`config.mk`:
```
export PLATFORM = sky130hd
export DESIGN_NAME = console_color_tag_parser_top
export DESIGN_NICKNAME = d
export VERILOG_FILES = /design/src/rtl/core/cctp_pkg.sv /design/src/rtl/core/cctp_window.sv /design/src/rtl/core/console_color_tag_parser_top.sv
export SDC_FILE = /design/constraint.sdc
export NUM_CORES = 1
export LEC_CHECK = 0
export ABC_AREA = 1
export BUFFER_PORTS_ARGS = -buffer_cell sky130_fd_sc_hd__buf_2
export CAP_MARGIN = 20
export CORE_MARGIN = 5
export CORE_UTILIZATION = 38
export DETAILED_ROUTE_END_ITERATION = 10
export SLEW_MARGIN = 10
export SYNTH_ARGS = -nofsm -noshare
export SYNTH_HDL_FRONTEND = slang
export SYNTH_SLANG_ARGS = --single-unit
export TNS_END_PERCENT = 10
```
`constraint.sdc`:
```
create_clock -name clock -period 5.37 [get_ports clock]
set_input_delay 1.074 -clock clock [delete_from_list [all_inputs] [get_ports clock]]
set_output_delay 1.074 -clock clock [all_outputs]
set_load 0.1 [all_outputs]
```
`src/rtl/core/cctp_pkg.sv`:
```
// Shared types, character codes and helpers for the console color tag parser.
package cctp_pkg;

   localparam int CHAR_BITS  = 8;
   localparam int COLOR_BITS = 32;
   localparam int COORD_BITS = 16;

   // Default geometry of the parser
   localparam int TAG_DIGITS_DEF  = 6;
   localparam int GLYPH_WIDTH_DEF = 8;
   localparam int LINE_HEIGHT_DEF = 16;
   localparam int POS_BITS_DEF    = 16;

   localparam logic [CHAR_BITS-1:0] CHAR_OPEN    = 8'h7B;  // '{'
   localparam logic [CHAR_BITS-1:0] CHAR_CLOSE   = 8'h7D;  // '}'
   localparam logic [CHAR_BITS-1:0] CHAR_NEWLINE = 8'h0A;  // '\n'

   typedef enum logic [1:0] {
      ST_IDLE,
      ST_SCAN,
      ST_FLUSH,
      ST_FINISH
   } state_type;

   // What the window says about its head at this cycle
   typedef struct packed {
      logic empty;     // nothing pending
      logic must_pop;  // head goes out as plain text
      logic tag_ok;    // window holds a complete color tag
   } win_status_type;

   // Hex digit value, any other character counts as zero
   function automatic logic [3:0] nibble_of(input logic [CHAR_BITS-1:0] ch);
      logic [3:0] val;
      val = 4'd0;
      if (ch >= 8'h30 && ch <= 8'h39) begin
         val = 4'(ch - 8'h30);
      end else if (ch >= 8'h41 && ch <= 8'h46) begin
         val = 4'(ch - 8'h37);
      end else if (ch >= 8'h61 && ch <= 8'h66) begin
         val = 4'(ch - 8'h57);
      end
      return val;
   endfunction

endpackage

```
`src/rtl/core/cctp_window.sv`:
```
// Pending-character window: shift storage, tag match and tag color decode.
module cctp_window #(
   parameter int TAG_DIGITS = cctp_pkg::TAG_DIGITS_DEF
) (
   input  logic                             clock,
   input  logic                             reset,
   input  logic                             push,
   input  logic [cctp_pkg::CHAR_BITS-1:0]   push_char,
   input  logic                             pop,
   input  logic                             clear,
   output logic [cctp_pkg::CHAR_BITS-1:0]   head_char,
   output cctp_pkg::win_status_type         status,
   output logic [cctp_pkg::COLOR_BITS-1:0]  tag_color
);
   import cctp_pkg::*;

   localparam int WIN_DEPTH = TAG_DIGITS + 2;
   localparam int FILL_BITS = $clog2(WIN_DEPTH + 1);
   localparam int IDX_BITS  = $clog2(WIN_DEPTH);

   logic [CHAR_BITS-1:0] chars_ff [WIN_DEPTH];
   logic [FILL_BITS-1:0] fill_ff;
   logic [FILL_BITS-1:0] fill_in;
   logic                 close_seen;
   logic                 full;
   logic                 head_open;

   // Fill count
   always_comb begin
      fill_in = fill_ff;
      if (clear) begin
         fill_in = '0;
      end else if (pop && fill_ff != '0) begin
         fill_in = fill_ff - FILL_BITS'(1);
      end else if (push && fill_ff < FILL_BITS'(WIN_DEPTH)) begin
         fill_in = fill_ff + FILL_BITS'(1);
      end
   end

   always_ff @(posedge clock) begin
      if (reset) begin
         fill_ff <= '0;
      end else begin
         fill_ff <= fill_in;
      end
   end

   // Character storage: append at the fill point, pop shifts toward the head
   always_ff @(posedge clock) begin
      if (pop) begin
         for (int i = 0; i < WIN_DEPTH - 1; i++) begin
            chars_ff[i] <= chars_ff[i+1];
         end
      end else if (push && fill_ff < FILL_BITS'(WIN_DEPTH)) begin
         chars_ff[fill_ff[IDX_BITS-1:0]] <= push_char;
      end
   end

   // Tag checks on the pending characters
   always_comb begin
      close_seen = 1'b0;
      for (int i = 1; i <= TAG_DIGITS; i++) begin
         if (FILL_BITS'(i) < fill_ff && chars_ff[i] == CHAR_CLOSE) begin
            close_seen = 1'b1;
         end
      end
      full      = (fill_ff == FILL_BITS'(WIN_DEPTH));
      head_open = (chars_ff[0] == CHAR_OPEN);
      head_char = chars_ff[0];

      status.empty    = (fill_ff == '0);
      status.tag_ok   = head_open && !close_seen && full &&
                        (chars_ff[WIN_DEPTH-1] == CHAR_CLOSE);
      status.must_pop = !status.empty &&
                        (!head_open || close_seen || (full && !status.tag_ok));
   end

   // Digits read as nibbles, most significant first
   always_comb begin
      tag_color = '0;
      for (int i = 1; i <= TAG_DIGITS; i++) begin
         tag_color = {tag_color[COLOR_BITS-5:0], nibble_of(chars_ff[i])};
      end
   end

endmodule

```
`src/rtl/core/console_color_tag_parser_top.sv`:
```
// Top level of the console color tag parser: sequencer, cursor and result staging.
//
// Console color tag parser. Each request carries one character of a string;
// each result is one glyph placement (code, color, pixel column and row), with
// tlast marking the last result caused by a request. A '{', TAG_DIGITS
// characters other than '}', then '}' form a color tag that is dropped and sets
// the color; newlines move the cursor and give no result. A request enters the
// pending window, each character that leaves the window is placed in turn, a
// closing step ends the scan of the window, a flush places what is left on the
// last character of a string, and a final step hands over the last result. A
// new request is taken only when the previous one is through. The rate is set
// by the window sequencer, which handles one character per cycle through a
// single shared cursor adder, and by a full result register when the consumer
// stalls. Request tdata: char_code then start_color; tlast: last_char.
module console_color_tag_parser_top #(
   parameter int TAG_DIGITS  = cctp_pkg::TAG_DIGITS_DEF,
   parameter int GLYPH_WIDTH = cctp_pkg::GLYPH_WIDTH_DEF,
   parameter int LINE_HEIGHT = cctp_pkg::LINE_HEIGHT_DEF,
   parameter int POS_BITS    = cctp_pkg::POS_BITS_DEF
) (
   input  logic        clock,
   input  logic        reset,
   input  logic        req_tvalid,
   output logic        req_tready,
   input  logic [39:0] req_tdata,   // [7:0] char_code, [39:8] start_color
   input  logic        req_tlast,   // last_char
   output logic        rsp_tvalid,
   input  logic        rsp_tready,
   output logic [71:0] rsp_tdata,   // [7:0] glyph_code, [39:8] glyph_color,
                                    // [55:40] pos_x, [71:56] pos_y
   output logic        rsp_tlast    // run_end
);
   import cctp_pkg::*;

   state_type             state_ff, state_in;
   logic                  inside_ff, inside_in;
   logic                  last_ff, last_in;
   logic [COLOR_BITS-1:0] color_ff, color_in;
   logic [POS_BITS-1:0]   col_ff, col_in;
   logic [POS_BITS-1:0]   row_ff, row_in;

   // Held result: waits until it is known whether another follows
   logic                  held_valid_ff, held_valid_in;
   logic [CHAR_BITS-1:0]  held_code_ff, held_code_in;
   logic [COLOR_BITS-1:0] held_color_ff, held_color_in;
   logic [COORD_BITS-1:0] held_x_ff, held_x_in;
   logic [COORD_BITS-1:0] held_y_ff, held_y_in;

   // Output register
   logic                  out_valid_ff, out_valid_in;
   logic                  out_load;
   logic                  out_last;
   logic [CHAR_BITS-1:0]  out_code_ff;
   logic [COLOR_BITS-1:0] out_color_ff;
   logic [COORD_BITS-1:0] out_x_ff;
   logic [COORD_BITS-1:0] out_y_ff;
   logic                  out_last_ff;
   logic                  out_free;

   logic                  accept;
   logic                  win_pop;
   logic                  win_clear;
   logic [CHAR_BITS-1:0]  head_char;
   win_status_type        win_status;
   logic [COLOR_BITS-1:0] tag_color;

   logic                  place;
   logic                  place_nl;
   logic                  stall;
   logic [POS_BITS-1:0]   add_a, add_b, add_sum;

   cctp_window #(
      .TAG_DIGITS(TAG_DIGITS)
   ) u_window (
      .clock     (clock),
      .reset     (reset),
      .push      (accept),
      .push_char (req_tdata[7:0]),
      .pop       (win_pop),
      .clear     (win_clear),
      .head_char (head_char),
      .status    (win_status),
      .tag_color (tag_color)
   );

   assign req_tready = (state_ff == ST_IDLE);
   assign accept     = req_tvalid && req_tready;
   assign out_free   = !out_valid_ff || rsp_tready;

   // Shared cursor adder: column steps by a glyph, row steps by a line
   assign place_nl = (head_char == CHAR_NEWLINE);
   assign add_a    = place_nl ? row_ff : col_ff;
   assign add_b    = place_nl ? POS_BITS'(LINE_HEIGHT) : POS_BITS'(GLYPH_WIDTH);
   assign add_sum  = add_a + add_b;

   // Sequencer
   always_comb begin
      state_in      = state_ff;
      inside_in     = inside_ff;
      last_in       = last_ff;
      color_in      = color_ff;
      col_in        = col_ff;
      row_in        = row_ff;
      held_valid_in = held_valid_ff;
      held_code_in  = held_code_ff;
      held_color_in = held_color_ff;
      held_x_in     = held_x_ff;
      held_y_in     = held_y_ff;
      out_load      = 1'b0;
      out_last      = 1'b0;
      win_pop       = 1'b0;
      win_clear     = 1'b0;
      place         = 1'b0;
      stall         = 1'b0;

      case (state_ff)
         ST_IDLE: begin
            if (accept) begin
               if (!inside_ff) begin
                  color_in  = req_tdata[39:8];
                  inside_in = 1'b1;
               end
               last_in  = req_tlast;
               state_in = ST_SCAN;
            end
         end
         ST_SCAN: begin
            if (win_status.must_pop) begin
               place = 1'b1;
            end else begin
               if (win_status.tag_ok) begin
                  color_in  = tag_color;
                  win_clear = 1'b1;
               end
               state_in = last_ff ? ST_FLUSH : ST_FINISH;
            end
         end
         ST_FLUSH: begin
            if (!win_status.empty) begin
               place = 1'b1;
            end else begin
               inside_in = 1'b0;
               state_in  = ST_FINISH;
            end
         end
         ST_FINISH: begin
            if (held_valid_ff) begin
               if (out_free) begin
                  out_load      = 1'b1;
                  out_last      = 1'b1;
                  held_valid_in = 1'b0;
                  state_in      = ST_IDLE;
               end
            end else begin
               state_in = ST_IDLE;
            end
         end
         default: begin
            state_in = ST_IDLE;
         end
      endcase

      // Place the head character: newline moves the cursor, others emit
      if (place) begin
         if (place_nl) begin
            col_in  = '0;
            row_in  = add_sum;
            win_pop = 1'b1;
         end else begin
            stall = held_valid_ff && !out_free;
            if (!stall) begin
               out_load      = held_valid_ff;
               held_valid_in = 1'b1;
               held_code_in  = head_char;
               held_color_in = color_ff;
               held_x_in     = COORD_BITS'(col_ff);
               held_y_in     = COORD_BITS'(row_ff);
               col_in        = add_sum;
               win_pop       = 1'b1;
            end
         end
      end

      // Output register occupancy
      out_valid_in = out_valid_ff && !rsp_tready;
      if (out_load) begin
         out_valid_in = 1'b1;
      end
   end

   always_ff @(posedge clock) begin
      if (reset) begin
         state_ff      <= ST_IDLE;
         inside_ff     <= 1'b0;
         last_ff       <= 1'b0;
         color_ff      <= '0;
         col_ff        <= '0;
         row_ff        <= '0;
         held_valid_ff <= 1'b0;
         out_valid_ff  <= 1'b0;
      end else begin
         state_ff      <= state_in;
         inside_ff     <= inside_in;
         last_ff       <= last_in;
         color_ff      <= color_in;
         col_ff        <= col_in;
         row_ff        <= row_in;
         held_valid_ff <= held_valid_in;
         out_valid_ff  <= out_valid_in;
      end
   end

   // Result payload registers
   always_ff @(posedge clock) begin
      held_code_ff  <= held_code_in;
      held_color_ff <= held_color_in;
      held_x_ff     <= held_x_in;
      held_y_ff     <= held_y_in;
      if (out_load) begin
         out_code_ff  <= held_code_ff;
         out_color_ff <= held_color_ff;
         out_x_ff     <= held_x_ff;
         out_y_ff     <= held_y_ff;
         out_last_ff  <= out_last;
      end
   end

   assign rsp_tvalid = out_valid_ff;
   assign rsp_tdata  = {out_y_ff, out_x_ff, out_color_ff, out_code_ff};
   assign rsp_tlast  = out_last_ff;

endmodule

```
### Word-level counts from Yosys, hierarchy flattened

Memories as Yosys holds them, arrays and structs flattened.
Index checks and enable logic that the tools add are counted.

| storage, ports and cells | value |
|---|---|
| bits in registers | 219 |
| memory bits (writable) | 64 |
| input port bits | 45 |
| output and inout port bits | 75 |
| logic and storage cells | 239 |
| memories | 1 |

| operators by class | value |
|---|---|
| $add $sub $neg | 21 |
| magnitude comparators | 43 |
| eq/ne operators | 20 |
| mux-type cells | 75 |
| bitwise gates (word level) | 2 |
| reductions and logical operators | 59 |

Memory list:

| memory | depth | width | read ports | clocked after memory_dff | wr ports | RTL line | source |
|---|---|---|---|---|---|---|---|
| u_window.chars_ff | 8 | 8 | 8 | 0 | 7 | cctp_window.sv:21 | `logic [CHAR_BITS-1:0] chars_ff [WIN_DEPTH];` |

Operators with widths:

| kind | count |
|---|---|
| $mux 32 | 4 |
| $ge 8x7->1 const B | 12 |
| $le 8x7->1 const B | 12 |
| $mux 4 | 20 |
| $eq 8x7->1 const B | 8 |
| $pmux 32 s2 | 1 |
| $ge 8x6->1 const B | 6 |
| $le 8x6->1 const B | 6 |
| $mux 16 | 3 |
| $sub 4x3->4 const B | 12 |
| $mux 1 | 36 |
| $logic_and 1x1->1 | 34 |
| $sub 4x1->4 const B | 7 |
| $add 16x5->16 | 1 |
| $lt 3x4->1 const A | 3 |
| $mux 2 | 5 |
| $eq 8x4->1 const B | 1 |
| $lt 2x4->1 const A | 2 |
| $mux 8 | 1 |
| $ne 2x2->1 const B | 4 |
| $pmux 2 s4 | 1 |
| $reduce_or 8->1 | 1 |
| $logic_not 1->1 | 7 |
| $reduce_and 2->1 | 3 |
| 21 further kinds | 30 |

### Longest topological paths before layout

Gate-level depths: netlist of run 1.
An unclocked memory read counts as a cell.

| depth | value |
|---|---|
| depth after elaboration | 24 |
| mapped depth | 19 |
| gate-level depth less buffers | 18 |

### Modules after synthesis

A second synthesis of run 1 with hierarchy kept.

| second synthesis, totals | value |
|---|---|
| cells, all modules | 1,167 |
| area total of the unflattened synthesis | 12,218.0 sq um |

Modules (own cells, without submodules):

| module | times used | cells each | area an instance (sq um) | seq. area each (sq um) |
|---|---|---|---|---|
| console_color_tag_parser_top | 1 | 649 | 7,895.1 | 5,755.5 |
| cctp_window | 1 | 518 | 4,322.9 | 2,001.9 |

### Worst setup path after synthesis of run 1

Ideal clock, no wire load.

| path | value |
|---|---|
| path type | register to register |
| start point | reg u_window.fill_ff[1] |
| end point | reg out_code_ff[0] (enable) |
| library setup time | 0.433 ns |
| data arrival time | 3.402 ns |
| required time | 4.937 ns |
| slack | 1.534 ns |
| cell stages (with the launch flop) | 18 |
| buffers on the path | 2 |
| clock period less this slack | 3.836 ns |
| path through | dfxtp_1 -> buf_2 -> inv_1 -> ha_1 -> inv_1 -> nand2_1 -> nand2_1 -> nand3_1 -> nand2_1 -> inv_1 -> nand4_2 -> nand3_2 -> nand2_2 -> nand2_1 -> inv_1 -> buf_2 -> nand2_1 -> nand2_1 |

| between the ends | value |
|---|---|
| word-level cells in the longest chain between the ends | 19 |
| elaborated cells on any way between the ends | 34 |
| those cells by class | order compare: 6; eq/ne: 1; mux: 10; reduce/logical: 17 |

Ends and longest elaborated chain:

| element | RTL line | source |
|---|---|---|
| start: declaration | cctp_window.sv:22 | `logic [FILL_BITS-1:0] fill_ff;` |
| start signal: assignment | cctp_window.sv:44 | `fill_ff <= fill_in;` |
| $lt 1x4->1 | cctp_window.sv:63 | `if (FILL_BITS'(i) < fill_ff && chars_ff[i] == CHAR_CLOSE) begin` |
| $logic_and 1x1->1 | cctp_window.sv:63 |  |
| $mux 1 (6 in series) | cctp_window.sv:63 |  |
| $logic_not 1->1 | cctp_window.sv:72 | `status.tag_ok = head_open && !close_seen && full &&` |
| $logic_and 1x1->1 (3 in series) | cctp_window.sv:72 |  |
| $logic_not 1->1 | cctp_window.sv:75 | `(!head_open \|\| close_seen \|\| (full && !status.tag_ok));` |
| $logic_and 1x1->1 | cctp_window.sv:75 |  |
| $logic_or 1x1->1 | cctp_window.sv:75 |  |
| $logic_and 1x1->1 | cctp_window.sv:74 | `status.must_pop = !status.empty &&` |
| $mux 1 | console_color_tag_parser_top.sv:128 | `if (win_status.must_pop) begin` |
| $pmux 1 s2 * | console_color_tag_parser_top.sv:116 | `case (state_ff)` |
| $mux 1 * | console_color_tag_parser_top.sv:164 | `if (place) begin` |
| via out_load | console_color_tag_parser_top.sv:51 | `logic out_load;` |
| end signal: assignment | console_color_tag_parser_top.sv:220 | `out_code_ff <= held_code_ff;` |
| end: declaration | console_color_tag_parser_top.sv:53 | `logic [CHAR_BITS-1:0] out_code_ff;` |

The timed path passes the listed nets; every way through them passes the cells marked *.
A chain may end at the register's enable or synchronous reset.

### Worst setup path in the final report of run 1

| path | value |
|---|---|
| start point | reg u_window.fill_ff[1] |
| end point | reg out_code_ff[2] (enable) |

The elaborated chain is that of the path after synthesis.

==> results.toml, run 1 <==
[sta]
fin_crit_sh_pct = 67.7
max_freq_mhz = 275
drv_slew = 0
period_needed_ps = 3630
tns_ps = 0
rsz0062_at_grt = "no"
clock_skew_ps = 15.1
max_slew_margin_pct = 31.2
hold_viol_final = 0
fin_ws_ps = 1740
worst_pin_slew_ps = 1020
setup_viol = 0

[clocking]
clk_pin_slew_ps = 70
cts_tree = "built"
hold_buffers = 0
cts_buffers = 29
clock_sinks = 283
cts_resized = 0
cts_root_buffer = "clkbuf_16"
htree_levels = 1
cts_buffer_depth = 3
clock_latency_ps = 550
post_cts_buffers = 0

[logic_synthesis]
synth.area.top_cells = "edfxtp_1 (52%), dfxtp_1 (12%), nand2_1 (9.4%), o21ai_0 (3.4%), ha_1 (3.4%)"
avgSynthCellArea_um2 = 10.6
synth_top_flop_cell = "edfxtp_1"
syn_inst = 1147
yosysMostFrequentCell = "nand2_1"
synth_nets = 1225
synth_area_mm2 = 0.0122
synth_edf_count = 209
yosys.area.top_type_share_pct = 51.6
yosysTopAreaCell = "edfxtp_1"
yosysSeqAreaShare_pct = 63.8
ys_ff_latch = 283
async_flop_share_pct = 0
yosysUniqueCellTypes = 51
ys.warnings.count = 0
synth_common_cells = "nand2_1 (303), edfxtp_1 (209), inv_1 (94)"

[global_route]
grt_pass1_wl_mm = 44.3
grt_pass1_vias = 8130
antenna_found_initial = 0
gr-total-overflow = 0
grt_max_degree = 83
grt_use_total_pct = 15.3

[placement]
pre_cts_ws_ps = 1630
dp_hpwl_mm = 19.4
place.gp.congestion = 0.895
portBuffers = 119

[drt]
vias = 8417
firstDrtPassIters = 5
drc = 0
drt-total-wl_mm = 27.6
wire_per_inst_um = 16.3
vias_per_cell = 4.96
ant_nets = 0
first_iter_violations = 620

[critical_path]
crit_path_start_kind = "flop"
crit_arrival_ps = 3790
crit_type = "flop to flop"
r2r_start = "u_window.fill_ff[1]$_SDFFE_PP0P_"
crit_fanout = 73
crit_required_ps = 5530
timing.rr.end = "out_code_ff[2]$_DFFE_PP_"
worstRegToRegCells = 15
regToRegSetupSlack_ps = 1740
end_kind = "flop"

[layout]
area_growth_syn_to_layout_pct = 15.6
nets = 1349
fillers = 3018
drive_above_1_share_pct = 17.1
n_antenna_cell = 0

[min_path]
worstHoldStart = "held_code_ff[2]$_DFFE_PP_"
hold_depth = 0
min_to = "out_code_ff[2]$_DFFE_PP_"
min_path_type = "flop to flop"

[floorplanning]
core_area_mm2 = 0.0316
rows = 65
die_y_um = 189
pin_count = 120
start_util_pct = 38.5
die_w_um = 189
die_area_mm2 = 0.0357

[pwr]
power_leakage_nw = 5.56
ir_drop_mv = 0.258
power.density_mw_per_mm2 = 514

[job]
cap_violations = 0

[run_status]
status = "completed"
==> registers in the layout, indices dropped and copies added, names as in the netlist, 2 cells and up <==
signal and cells:
u_window.chars_ff 64, color_ff 32, held_color_ff 32, out_color_ff 32, col_ff 16, held_x_ff 16
held_y_ff 16, out_x_ff 16, out_y_ff 16, row_ff 16, held_code_ff 8, out_code_ff 8
u_window.fill_ff 4, state_ff 2
==> cell usage in the layout, fill, tap and decap left out, types with 30 or more instances in the layout <==
cell / n
clkbuf_16: 30
dfxtp_1: 74
ha_1: 33
o21ai_0: 83
nand3_1: 51
nor2_1: 71
a21oi_1: 64
buf_2: 119
nand2_1: 302
edfxtp_1: 209
inv_1: 94
==> power breakdown <==
group          internal (mW)  switching, mW
sequential              3.02          0.322
clock                   1.14          0.813
combinational          0.504           1.43
==> metal layers <==
metal / vias up / GRT usage (%) / wire length (um)
met1: 3931 / 21.9 / 12700
met2: 260 / 24.4 / 12400
met3: 53 / 2.64 / 1720
met4: 0 / 4.18 / 669
met5: - / 0 / 0
li1: 4173 / - / -
==> how the worst max path moves through the flow <==
stage | start | cells after the start | slack, ps | to
after floorplan | u_window.fill_ff[1]$_SDFFE_PP0P_ | 17 | 1530 | out_code_ff[0]$_DFFE_PP_
after global placement | rsp_tready | 10 | 1700 | u_window.chars_ff[2][6]$_DFFE_PP_
after detailed placement | rsp_tready | 10 | 1630 | u_window.chars_ff[2][6]$_DFFE_PP_
after CTS | u_window.fill_ff[1]$_SDFFE_PP0P_ | 15 | 1740 | out_x_ff[13]$_DFFE_PP_
after global routing | u_window.fill_ff[1]$_SDFFE_PP0P_ | 15 | 1490 | out_code_ff[2]$_DFFE_PP_
final | u_window.fill_ff[1]$_SDFFE_PP0P_ | 15 | 1740 | out_code_ff[2]$_DFFE_PP_
==> through the flow <==
stage	cells	hold slack, ps	power [mW]	util, %	cell area (um^2)
floorplan	1147	400	4.76	-	12200
global placement	1642	402	5.28	41.6	13100
detailed placement	1642	405	5.31	41.6	13100
CTS	1696	418	7.28	44.5	14100
global route	1696	421	7.67	44.5	14100
finish	1696	417	7.23	44.5	14100
==> worst max-delay path: stages, from the launching register on <==
cell     delay, ps
dfxtp_1        600
inv_1          170
ha_1           260
inv_1           80
nand2_1         70
nand2_1        110
nand3_1         80
nand2_1        110
inv_1           70
nand4_2        100
nand3_2         80
nand2_2        140
nand2_1        130
inv_1          300
nand2_1        170
nand2_4        740
==> cells by family (layout without fill, tap and decap cells) <==
logic type | Yosys count | count (layout) | synth area share (%)
simple gates | 486 | 486 | 17.7
flops | 283 | 283 | 63.8
compound gates | 191 | 191 | 8.79
buf+inv | 135 | 282 | 4.92
fa+ha+maj | 33 | 33 | 3.40
xor+xnor | 19 | 19 | 1.37
==> area by class of cell <==
| class | instances | area [um^2] | area share, % |
|---|---|---|---|
| clock buffers | 36 | 793 | 5.64 |
| clock inverters | 18 | 150 | 1.07 |
| inverters | 103 | 392 | 2.79 |
| multi-input cells | 729 | 3810 | 27.1 |
| flip-flops and latches | 283 | 7760 | 55.2 |
| well taps | 402 | 503 | 3.58 |
| repair buffers | 125 | 653 | 4.65 |
Note: power is estimated with default switching activity, not from simulation.
==> inputs of run 2 (changes only) <==
- clock period: 5.37 -> 2.9 ns (I/O delays scaled with it)
==> results.toml, run 2 (synthesis results as in run 1) <==
[drt]
ant_nets = 0
wire_per_inst_um = 16.4
vias = 8573
drt-total-wl_mm = 28.6
first_iter_violations = 564
firstDrtPassIters = 5
drc = 0
vias_per_cell = 4.91

[critical_path]
crit_required_ps = 3130
path_buf_inv = 3
path_common_cell = "nand2_1"
crit_type = "flop to flop"
crit_arrival_ps = 2980
crit_path_max_incr_delay_ps = 420
crit_slowest_cell = "dfxtp_1"
path_delay_family = "simple AND/OR/NAND/NOR gates"
path_cells = "inv_1, ha_1, inv_1, nand2_1, nand2_1, nand3_1, nand2_1, inv_1, nand4_2, nand3_2, nand2_2, nand3_2, nand3_2, nand2_1"
crit_fanout = 12
end_kind = "flop"
crit_path_start_kind = "flop"
regToRegSetupSlack_ps = 150

[clocking]
cts_root_buffer = "clkbuf_16"
htree_levels = 1
clock_latency_ps = 540
clk_pin_slew_ps = 60
hold_buffers = 0
clock_sinks = 283
cts_tree = "built"
cts_buffer_depth = 3
cts_buffers = 29

[sta]
max_freq_mhz = 363
hold_viol_final = 0
worst_pin_slew_ps = 771
fin_ws_ps = 147
max_slew_margin_pct = 48.5
rsz0062_at_grt = "yes"
period_needed_ps = 2750
fin_hold_ws_ps = 304
setup_viol = 0
fin_crit_sh_pct = 94.9
tns_ps = 0
clock_skew_ps = 15.3
drv_slew = 0

[placement]
portBuffers = 119
dp_hpwl_mm = 20.8
dp_cells = 1689
place.gp.congestion = 0.868
pre_cts_ws_ps = 41.1
placed_cell_area_mm2 = 0.0135

[pwr]
p_int_mw = 8.81
ir_drop_mv = 0.428
swShare_pct = 35.5
power_leakage_nw = 5.79
combinationalPowerShare_pct = 30.2
power.total_mw = 13.7
power.density_mw_per_mm2 = 945
pwr-share-clk_pct = 25.4
p_seq_share_pct = 44.4
power_switching_mw = 4.84

[floorplanning]
core_area_mm2 = 0.0316
pin_count = 120
rows = 65
die_w_um = 189
die_area_mm2 = 0.0357
die_y_um = 189
start_util_pct = 38.5

[global_route]
grt_pass1_vias = 8093
grt_max_degree = 56
grt_use_total_pct = 15.4
gr-total-overflow = 0
grt_pass1_wl_mm = 44.3
antenna_found_initial = 0

[layout]
area_growth_syn_to_layout_pct = 18.8
drive_above_1_share_pct = 20.2
nets = 1399
finalInstanceArea_mm2 = 0.0144
utilization_pct = 45.8
regMostFlops = "u_window.chars_ff"
fin_cells = 1746
largest_reg_flops = 64
multi_input_area_mm2 = 0.00382
final_cell_mix = "nand2_1 (300), edfxtp_1 (209), buf_2 (119)"
regArea_mm2 = 0.00776
final_common_cell = "nand2_1"
n_antenna_cell = 0
fillers = 2963

[run_status]
status = "completed"

[job]
cap_violations = 0

[min_path]
min_path_type = "input pin to flop"
## run 2: worst register-to-register path: cells and delay by family (launching register included)
kind | cells | cell delay, ps
fa+ha+maj | 1 | 240
buf+inv | 3 | 240
flops | 1 | 420
simple gates | 10 | 1530
## run 2: path summary, 6_finish.rpt
kind	startpoint	endpoint	cells after the start
min reg2reg	held_color_ff[23]$_DFFE_PP_	out_color_ff[23]$_DFFE_PP_	0
min	req_tdata[32]	color_ff[24]$_SDFFE_PP0P_	3
max reg2reg	u_window.fill_ff[1]$_SDFFE_PP0P_	u_window.chars_ff[0][7]$_DFFE_PP_	14
max	u_window.fill_ff[1]$_SDFFE_PP0P_	u_window.chars_ff[0][7]$_DFFE_PP_	14
## run 2: repair_timing
item                       in CTS  in global routing
setup buffers                   0                  2
gates resized for setup         0                  4
setup endpoints to repair       0                191
## run 2: power by group through the flow
stage	sequential (mW)	clock (mW)	combinational, mW
2_1_floorplan	6.27	0	2.55
3_5_place_dp	6.14	0	4.06
3_3_place_gp	6.12	0	4.00
5_1_grt	6.16	3.73	4.55
6_report	6.06	3.46	4.13
4_1_cts	6.06	3.54	4.08
## run 2: cell type report
type	instances	share of cell area (%)
Sequential cell	283	53.7
Inverter	103	2.71
Timing Repair Buffer	174	7.42
Clock buffer	43	5.73
Multi-Input combinational cell	730	26.5
Tap cell	402	3.48
Clock inverter	11	0.459
## run 2: per-layer routing
metal | GRT usage (%) | up-vias | share of wire [%]
met1 | 21.4 | 4012 | 46
li1 | - | 4269 | -
met2 | 24.4 | 257 | 45
met4 | 4.43 | 0 | 2.3
met3 | 3.61 | 35 | 6.9
met5 | 0 | - | 0
